[config.mk]
export PLATFORM = sky130hd
export DESIGN_NAME = pcg_levels
export DESIGN_NICKNAME = d
export VERILOG_FILES = /design/src/rtl/pcg_pkg.sv /design/src/rtl/pcg_levels.sv
export SDC_FILE = /design/constraint.sdc
export NUM_CORES = 2
export LEC_CHECK = 0
export BUFFER_PORTS_ARGS = -buffer_cell sky130_fd_sc_hd__buf_4
export CAP_MARGIN = 40
export CORE_MARGIN = 1.5
export CORE_UTILIZATION = 55
export CTS_CLUSTER_SIZE = 10
export DETAILED_ROUTE_END_ITERATION = 6
export PLACE_DENSITY = 0.79
export SLEW_MARGIN = 10
export SYNTH_ARGS = -nofsm -noshare
export SYNTH_HDL_FRONTEND = slang
export SYNTH_SLANG_ARGS = --single-unit
[constraint.sdc]
create_clock -name clk -period 15.3 [get_ports clk]
set_clock_uncertainty 0.15 [all_clocks]
set_input_delay 1.53 -clock clk [delete_from_list [all_inputs] [get_ports clk]]
set_output_delay 1.53 -clock clk [all_outputs]
set_load 0.05 [all_outputs]
[src/rtl/pcg_pkg.sv]
// Shared types and constants for the RGBA pixel color grade pipeline.
`timescale 1ns / 1ps

package pcg_pkg;

  // Transaction codes on the input channel.
  localparam logic OP_GRADE = 1'b0;
  localparam logic OP_LOAD  = 1'b1;

  // Tone table selectors carried by load transactions.
  localparam logic [1:0] CH_RED   = 2'd0;
  localparam logic [1:0] CH_GREEN = 2'd1;
  localparam logic [1:0] CH_BLUE  = 2'd2;
  localparam logic [1:0] CHANNEL_CODE [3] = '{CH_RED, CH_GREEN, CH_BLUE};

  // Configuration register indexes.
  localparam logic [1:0] CFG_CONTRAST   = 2'd0;
  localparam logic [1:0] CFG_BRIGHTNESS = 2'd1;
  localparam logic [1:0] CFG_SATURATION = 2'd2;
  localparam logic [1:0] CFG_CURVES     = 2'd3;

  localparam logic [14:0] CONTRAST_RESET   = 15'd4096;
  localparam logic [14:0] SATURATION_RESET = 15'd4096;

  // Rec.709 luma weights scaled by LUMA_SCALE.
  localparam int LUMA_R     = 2126;
  localparam int LUMA_G     = 7152;
  localparam int LUMA_B     = 722;
  localparam int LUMA_SCALE = 10000;

  // Final scaling: level = floor(u / LEVEL_DIV), u already carries the half-LSB bias.
  localparam int QW = 24;
  localparam int ROUND_BIAS = 20000;
  localparam logic [QW-1:0] LEVEL_DIV   = 24'd40000;
  localparam logic [QW-1:0] CLAMP_LIMIT = 24'd10240000;

  // Reciprocal of LEVEL_DIV, scaled by 2^RECIP_SHIFT and rounded down.
  localparam int RW = 22;
  localparam logic [RW-1:0] RECIP_M = 22'd3435973;
  localparam int RECIP_SHIFT = 37;

  typedef struct packed {
    logic [14:0]        contrast_gain;
    logic signed [13:0] brightness_lift;
    logic [14:0]        saturation_gain;
    logic               curves_enable;
  } pcg_cfg_t;

endpackage

[src/rtl/pcg_levels.sv]
// Stages two to four: contrast and brightness levels, luma, and chroma offset.
`timescale 1ns / 1ps

module pcg_levels #(
  parameter int GAIN_FRAC_BITS = 12,
  localparam int LW = ((GAIN_FRAC_BITS > 15) ? GAIN_FRAC_BITS : 15) + 12,
  localparam int YW = LW + 15,
  localparam int DW = LW + 16
) (
  input  logic                 clk,
  input  logic                 rst_n,
  input  pcg_pkg::pcg_cfg_t    i_cfg,
  input  logic                 i_valid,
  output logic                 o_ready,
  input  logic [2:0][7:0]      i_level,
  input  logic [7:0]           i_alpha,
  output logic                 o_valid,
  input  logic                 i_ready,
  output logic signed [DW-1:0] o_diff [3],
  output logic signed [YW-1:0] o_luma,
  output logic [7:0]           o_alpha
);
  import pcg_pkg::*;

  localparam logic signed [LW-1:0] GainOne = LW'(1) << GAIN_FRAC_BITS;

  logic s2_valid_r, s3_valid_r, s4_valid_r;
  logic rdy2, rdy3, rdy4;

  logic signed [LW-1:0] c_s, b_s, offset;
  logic signed [LW-1:0] v_s    [3];
  logic signed [LW-1:0] lv_nxt [3];
  logic signed [LW-1:0] lv_r   [3];
  logic signed [LW-1:0] lv3_r  [3];
  logic signed [YW-1:0] y_nxt, y_r;
  logic signed [DW-1:0] diff_nxt [3];
  logic signed [DW-1:0] diff_r   [3];
  logic signed [YW-1:0] y4_r;
  logic [7:0]           a2_r, a3_r, a4_r;

  assign rdy4    = !s4_valid_r || i_ready;
  assign rdy3    = !s3_valid_r || rdy4;
  assign rdy2    = !s2_valid_r || rdy3;
  assign o_ready = rdy2;

  // Level in units of 2^-(GAIN_FRAC_BITS+1): 2*v*c + 255*(1-c) + 510*b.
  always_comb begin
    c_s    = LW'(i_cfg.contrast_gain);
    b_s    = LW'(i_cfg.brightness_lift);
    offset = LW'(255 * (GainOne - c_s) + 510 * b_s);
    for (int k = 0; k < 3; k++) begin
      v_s[k]    = LW'(i_level[k]);
      lv_nxt[k] = LW'(2 * v_s[k] * c_s + offset);
    end
  end

  always_comb begin
    y_nxt = YW'(LUMA_R * YW'(lv_r[0]) + LUMA_G * YW'(lv_r[1]) + LUMA_B * YW'(lv_r[2]));
  end

  // Offset of each channel from luma, scaled by the luma weight total.
  always_comb begin
    for (int k = 0; k < 3; k++) begin
      diff_nxt[k] = DW'(LUMA_SCALE * DW'(lv3_r[k]) - DW'(y_r));
    end
  end

  always_ff @(posedge clk) begin
    if (!rst_n) begin
      s2_valid_r <= 1'b0;
      s3_valid_r <= 1'b0;
      s4_valid_r <= 1'b0;
    end else begin
      if (rdy2) begin
        s2_valid_r <= i_valid;
      end
      if (rdy3) begin
        s3_valid_r <= s2_valid_r;
      end
      if (rdy4) begin
        s4_valid_r <= s3_valid_r;
      end
    end
  end

  always_ff @(posedge clk) begin
    if (rdy2 && i_valid) begin
      lv_r <= lv_nxt;
      a2_r <= i_alpha;
    end
    if (rdy3 && s2_valid_r) begin
      lv3_r <= lv_r;
      y_r   <= y_nxt;
      a3_r  <= a2_r;
    end
    if (rdy4 && s3_valid_r) begin
      diff_r <= diff_nxt;
      y4_r   <= y_r;
      a4_r   <= a3_r;
    end
  end

  assign o_valid = s4_valid_r;
  assign o_diff  = diff_r;
  assign o_luma  = y4_r;
  assign o_alpha = a4_r;

endmodule

## Yosys cells after proc, flatten, opt, wreduce, memory -nomap -nowiden

Index checks and enable logic that the tools add are counted.

- Bits in latches: 0
- Memories kept: 0
- Bits in read-only memories: 0
- Input port bits: 81
- Register bits after elaboration: 402
- Bits in writable memories: 0
- Output and inout port bits: 181

- Eq/ne operators: 0
- Bitwise gates (word level): 0
- Reduce and logical (&&, ||, !) cells: 9
- Divide/modulo/power cells: 0
- Multipliers: 11
- Multiplexer cells: 0
- Shifts and indexed selects: 0
- $add $sub $neg: 10
- Magnitude comparators: 0

Operator list:

| operator | number |
|---|---|
| subtractor 42 x 42 -> 43 bit | 3 |
| multiplier 11 x 27 -> 38 bit (first input constant) | 3 |
| adder 25 x 26 -> 27 bit | 3 |
| multiplier 10 x 27 -> 37 bit (first input constant) | 2 |
| multiplier 8 x 15 -> 23 bit | 3 |
| adder 40 x 41 -> 42 bit | 1 |
| adder 42 x 38 -> 42 bit | 1 |
| multiplier 12 x 27 -> 39 bit (first input constant) | 1 |
| adder 25 x 24 -> 26 bit | 1 |
| multiplier 9 x 16 -> 25 bit (first input constant) | 1 |
| multiplier 9 x 14 -> 23 bit (first input constant) | 1 |
| subtractor 13 x 15 -> 16 bit (first input constant) | 1 |
| logical AND 1 bit | 3 |
| logical NOT 1 bit | 3 |
| logical OR 1 bit | 3 |

## Depth between registers and ports, before layout

- Word-level depth: 5
- Depth in mapped cells: 38
- Mapped depth without buffers: 38

## Worst setup path after synthesis

OpenSTA, ideal clock, no wires.

- Kind: input-to-reg
- Start point: in i_ready
- End point: reg a3_r[0] (enable)
- Setup time: 0.807 ns
- Arrival time: 10.800 ns
- Path slack: 3.543 ns
- Path buffers: 0
- Stages on the path: 2
- Required time: 14.343 ns
- Cells stage by stage: nor2b_1 a21boi_0

- Longest elaborated chain between the ends: 3

Ends and longest elaborated chain:

| what | RTL line | text |
|---|---|---|
| start: declaration | pcg_levels.sv:18 | `input logic i_ready,` |
| logical OR 1 bit | pcg_levels.sv:41 | `assign rdy4 = !s4_valid_r \|\| i_ready;` |
| logical OR 1 bit | pcg_levels.sv:42 | `assign rdy3 = !s3_valid_r \|\| rdy4;` |
| logical AND 1 bit | pcg_levels.sv:91 | `if (rdy3 && s2_valid_r) begin` |
| end signal: assignment | pcg_levels.sv:94 | `a3_r <= a2_r;` |
| end: declaration | pcg_levels.sv:39 | `logic [7:0] a2_r, a3_r, a4_r;` |

Every way passes these cells.
A chain may end at the register's enable or synchronous reset.

==> qor.yml <==
detailed_routing:
  wl_met3_um: 8453
  top_layer_used: "met5"
  dr.first_iter.drc_count: 3231
  drt_wl_total_um: 169200
  wl_met1_um: 68360
  via_per_inst: 5.621
  route.met2.wl_um: 85630
  ant_nets: 0
  vias: 50963
  wl_per_cell_um: 18.67
  drt-pass1-iter-count: 6
  drc_errors: 0
worst_setup_path:
  cp_data_required_time_ns: 15.48
  crit_family: "adder cells"
  r2r_setup_slack_ns: 5.86
  end_kind: "register"
  cp_num_buf_inv: 6
  path_max_fanout: 27
  start_kind: "input pin"
  path_class: "input pin to register"
  slowest_stage: "o41ai_1"
  cp.arrival_ns: 10.47
  slowest_delay_ns: 0.60
global_route:
  grt_pass1_vias: 53644
  antenna_found_initial: 8
  overflow: 0
  grtUsageTotal_pct: 26.10
  grt_pass1_wl_um: 271800
  grt_max_degree: 73
timing:
  fin_crit_sh_pct: 67.28
  fin_ws_ns: 5.006
  setup_tns_ns: 0
  rsz0062_at_grt: "false"
  setup-violations-final: 0
  tightest_slew_ns: 0.8046
  fmax_ghz: 0.09714
  fin_crit_ns: 10.29
  hold_viol_final: 0
  maxSlewHeadroom_pct: 44.97
  finalMaxSlewViolations: 0
clock_network:
  numClockSinks: 381
  cts_inserted_buffers: 47
  clk_path_buf_depth: 3
  cts_hold_buf: 0
  cts_tree: "done"
  cts_resized: 0
  clkTransAtPathRegs_ns: 0.05
  cts-root-buf: "clkbuf_16"
  post_cts_buffers: 0
  clk_latency_ns: 0.61
  h-tree-depth: 2
synthesis:
  synthFlopType: "edfxtp_1"
  yosys.area.top_type: "fa_1"
  synthTopCellsByCount: "inv_1 (1489), ha_1 (1180), fa_1 (969)"
  synth.distinct_cells: 97
  synth_xor_area_share_pct: 6.444
  synth_fa_ha_area_share_pct: 48.22
  ys_top_cells_by_area: "fa_1 (27%), ha_1 (21%), edfxtp_1 (16%)"
  synthArstFlopShare_pct: 0
  synthCells: 7180
  synthSimpleGateAreaFrac_pct: 8.846
  synth.most_common_cell: "inv_1"
  syn_area_mm2: 0.07085
  synth_top_family_by_area: "adder cells"
  ys_seq_area_share_pct: 16.11
  synth_compound_area_share_pct: 11.70
  syn_area_per_cell_um2: 9.867
  synth_top_area_share_pct: 27.38
  synth_mux_area_share_pct: 0.1289
  synth_enable_flop_cells: 378
  synth_seq_cells: 381
  yosys_warnings: 0
placement:
  dp_hpwl_um: 144700
  place_congestion: 0.9211
  dp_slack_ns: 4.410
  dpl-instance-area_mm2: 0.07447
  port_buffers: 237
floorplanning:
  num_rows: 131
  die_area_mm2: 0.1310
  die_x_um: 361.9
  pin_count: 262
  die_y_um: 361.9
  coreArea_mm2: 0.1277
  start_util_pct: 55.49
cells_and_area:
  final_area_mm2: 0.07586
  fin_util_pct: 59.41
  syn_to_final_growth_pct: 7.070
  nNetsFinal: 9615
  layout-drive-gt1-share_pct: 5.094
  fillers: 10420
hold_path:
  worst_hold_path_type: "register to register"
run_status:
  run_status: "finished, final reports clean"
job:
  maxCapViolCount: 0
## layout make-up
type | count | area (um2) | share of cell area [%]
sequential | 381 | 11410 | 15.04
timing repair buffer | 259 | 2007 | 2.646
clock buffer | 53 | 1220 | 1.608
multi-input combinational | 5207 | 53440 | 70.45
inverter | 1489 | 5589 | 7.368
antenna | 3 | 7.507 | 0.009897
clock inverter | 12 | 103.9 | 0.1369
tap | 1662 | 2079 | 2.741
## through the flow
stage                     hold slack (ns)  instances
after floorplan                    0.2503       7187
after global placement             0.2512       8988
after detailed placement           0.2545       8996
after CTS                          0.2707       9061
after global routing               0.2751       9066
final                              0.2689       9066
## metal layers
layer	global-route usage (%)	up-vias
met5	0	-
li1	-	24096
met1	31.96	25172
met4	9.886	2
met3	2.262	331
met2	47.52	1362
## flip-flops by register name, indices dropped and copies added (netlist names)
signal,flops
a2_r,8
o_diff,117
o_valid,1
lv_r,79
lv3_r,79
o_alpha,8
a3_r,8
s2_valid_r,1
o_luma,39
y_r,40
s3_valid_r,1
## logic make-up (layout without fill, tap and decap cells)
family | Yosys count | count (layout)
and+or+nand+nor | 1262 | 1262
AOI/OAI and AO/OA | 1264 | 1264
xor gates and xnor gates | 515 | 515
other | 1 | 11
muxes | 9 | 9
adders and majority gates | 2149 | 2149
buffers and inverters | 1599 | 1813
DFF | 381 | 381
## cell usage in the layout (no fill, tap or decap), types with 9 or more instances in the layout
| cell type | synthesis | routed |
|---|---|---|
| inv_1 | 1489 | 1489 |
| ha_1 | 1180 | 1180 |
| fa_1 | 969 | 969 |
| a21oi_1 | 402 | 402 |
| nand2_1 | 391 | 391 |
| edfxtp_1 | 378 | 378 |
| xnor2_1 | 332 | 332 |
| buf_4 | 15 | 252 |
| a21o_1 | 236 | 236 |
| nor2_1 | 229 | 229 |
| and2_1 | 184 | 184 |
| xor2_1 | 178 | 178 |
| o21ai_0 | 156 | 156 |
| nand3_1 | 71 | 71 |
| o21a_1 | 70 | 70 |
| nand2b_1 | 70 | 70 |
| nor3_1 | 66 | 66 |
| o21bai_1 | 62 | 62 |
| nor2b_1 | 62 | 61 |
| and3_1 | 50 | 50 |
| clkbuf_16 | 0 | 48 |
| o21ai_1 | 42 | 42 |
| a211oi_1 | 41 | 41 |
| nand4_1 | 32 | 32 |
| a31oi_1 | 31 | 30 |
| or3_1 | 30 | 30 |
| o211ai_1 | 22 | 22 |
| or2_2 | 19 | 19 |
| o31ai_1 | 17 | 17 |
| a211o_1 | 16 | 16 |
| a21boi_0 | 17 | 16 |
| nor4_1 | 14 | 14 |
| o31a_1 | 11 | 11 |
| a31o_2 | 9 | 9 |
| a221o_1 | 9 | 9 |
| a41oi_1 | 9 | 9 |
## final timing paths
| kind | start | to | cells past startpoint |
|---|---|---|---|
| worst min register to register | a3_r[4] | o_alpha[4] | 0 |
| worst min-delay path | a3_r[4] | o_alpha[4] | 0 |
| worst max-delay path | i_cfg[31] | lv_r[52] | 35 |
| worst max register to register | lv_r[32] | y_r[40] | 30 |
Power is not shown: default switching activity piles up to over one toggle a cycle in this logic, so the estimate is an artifact.
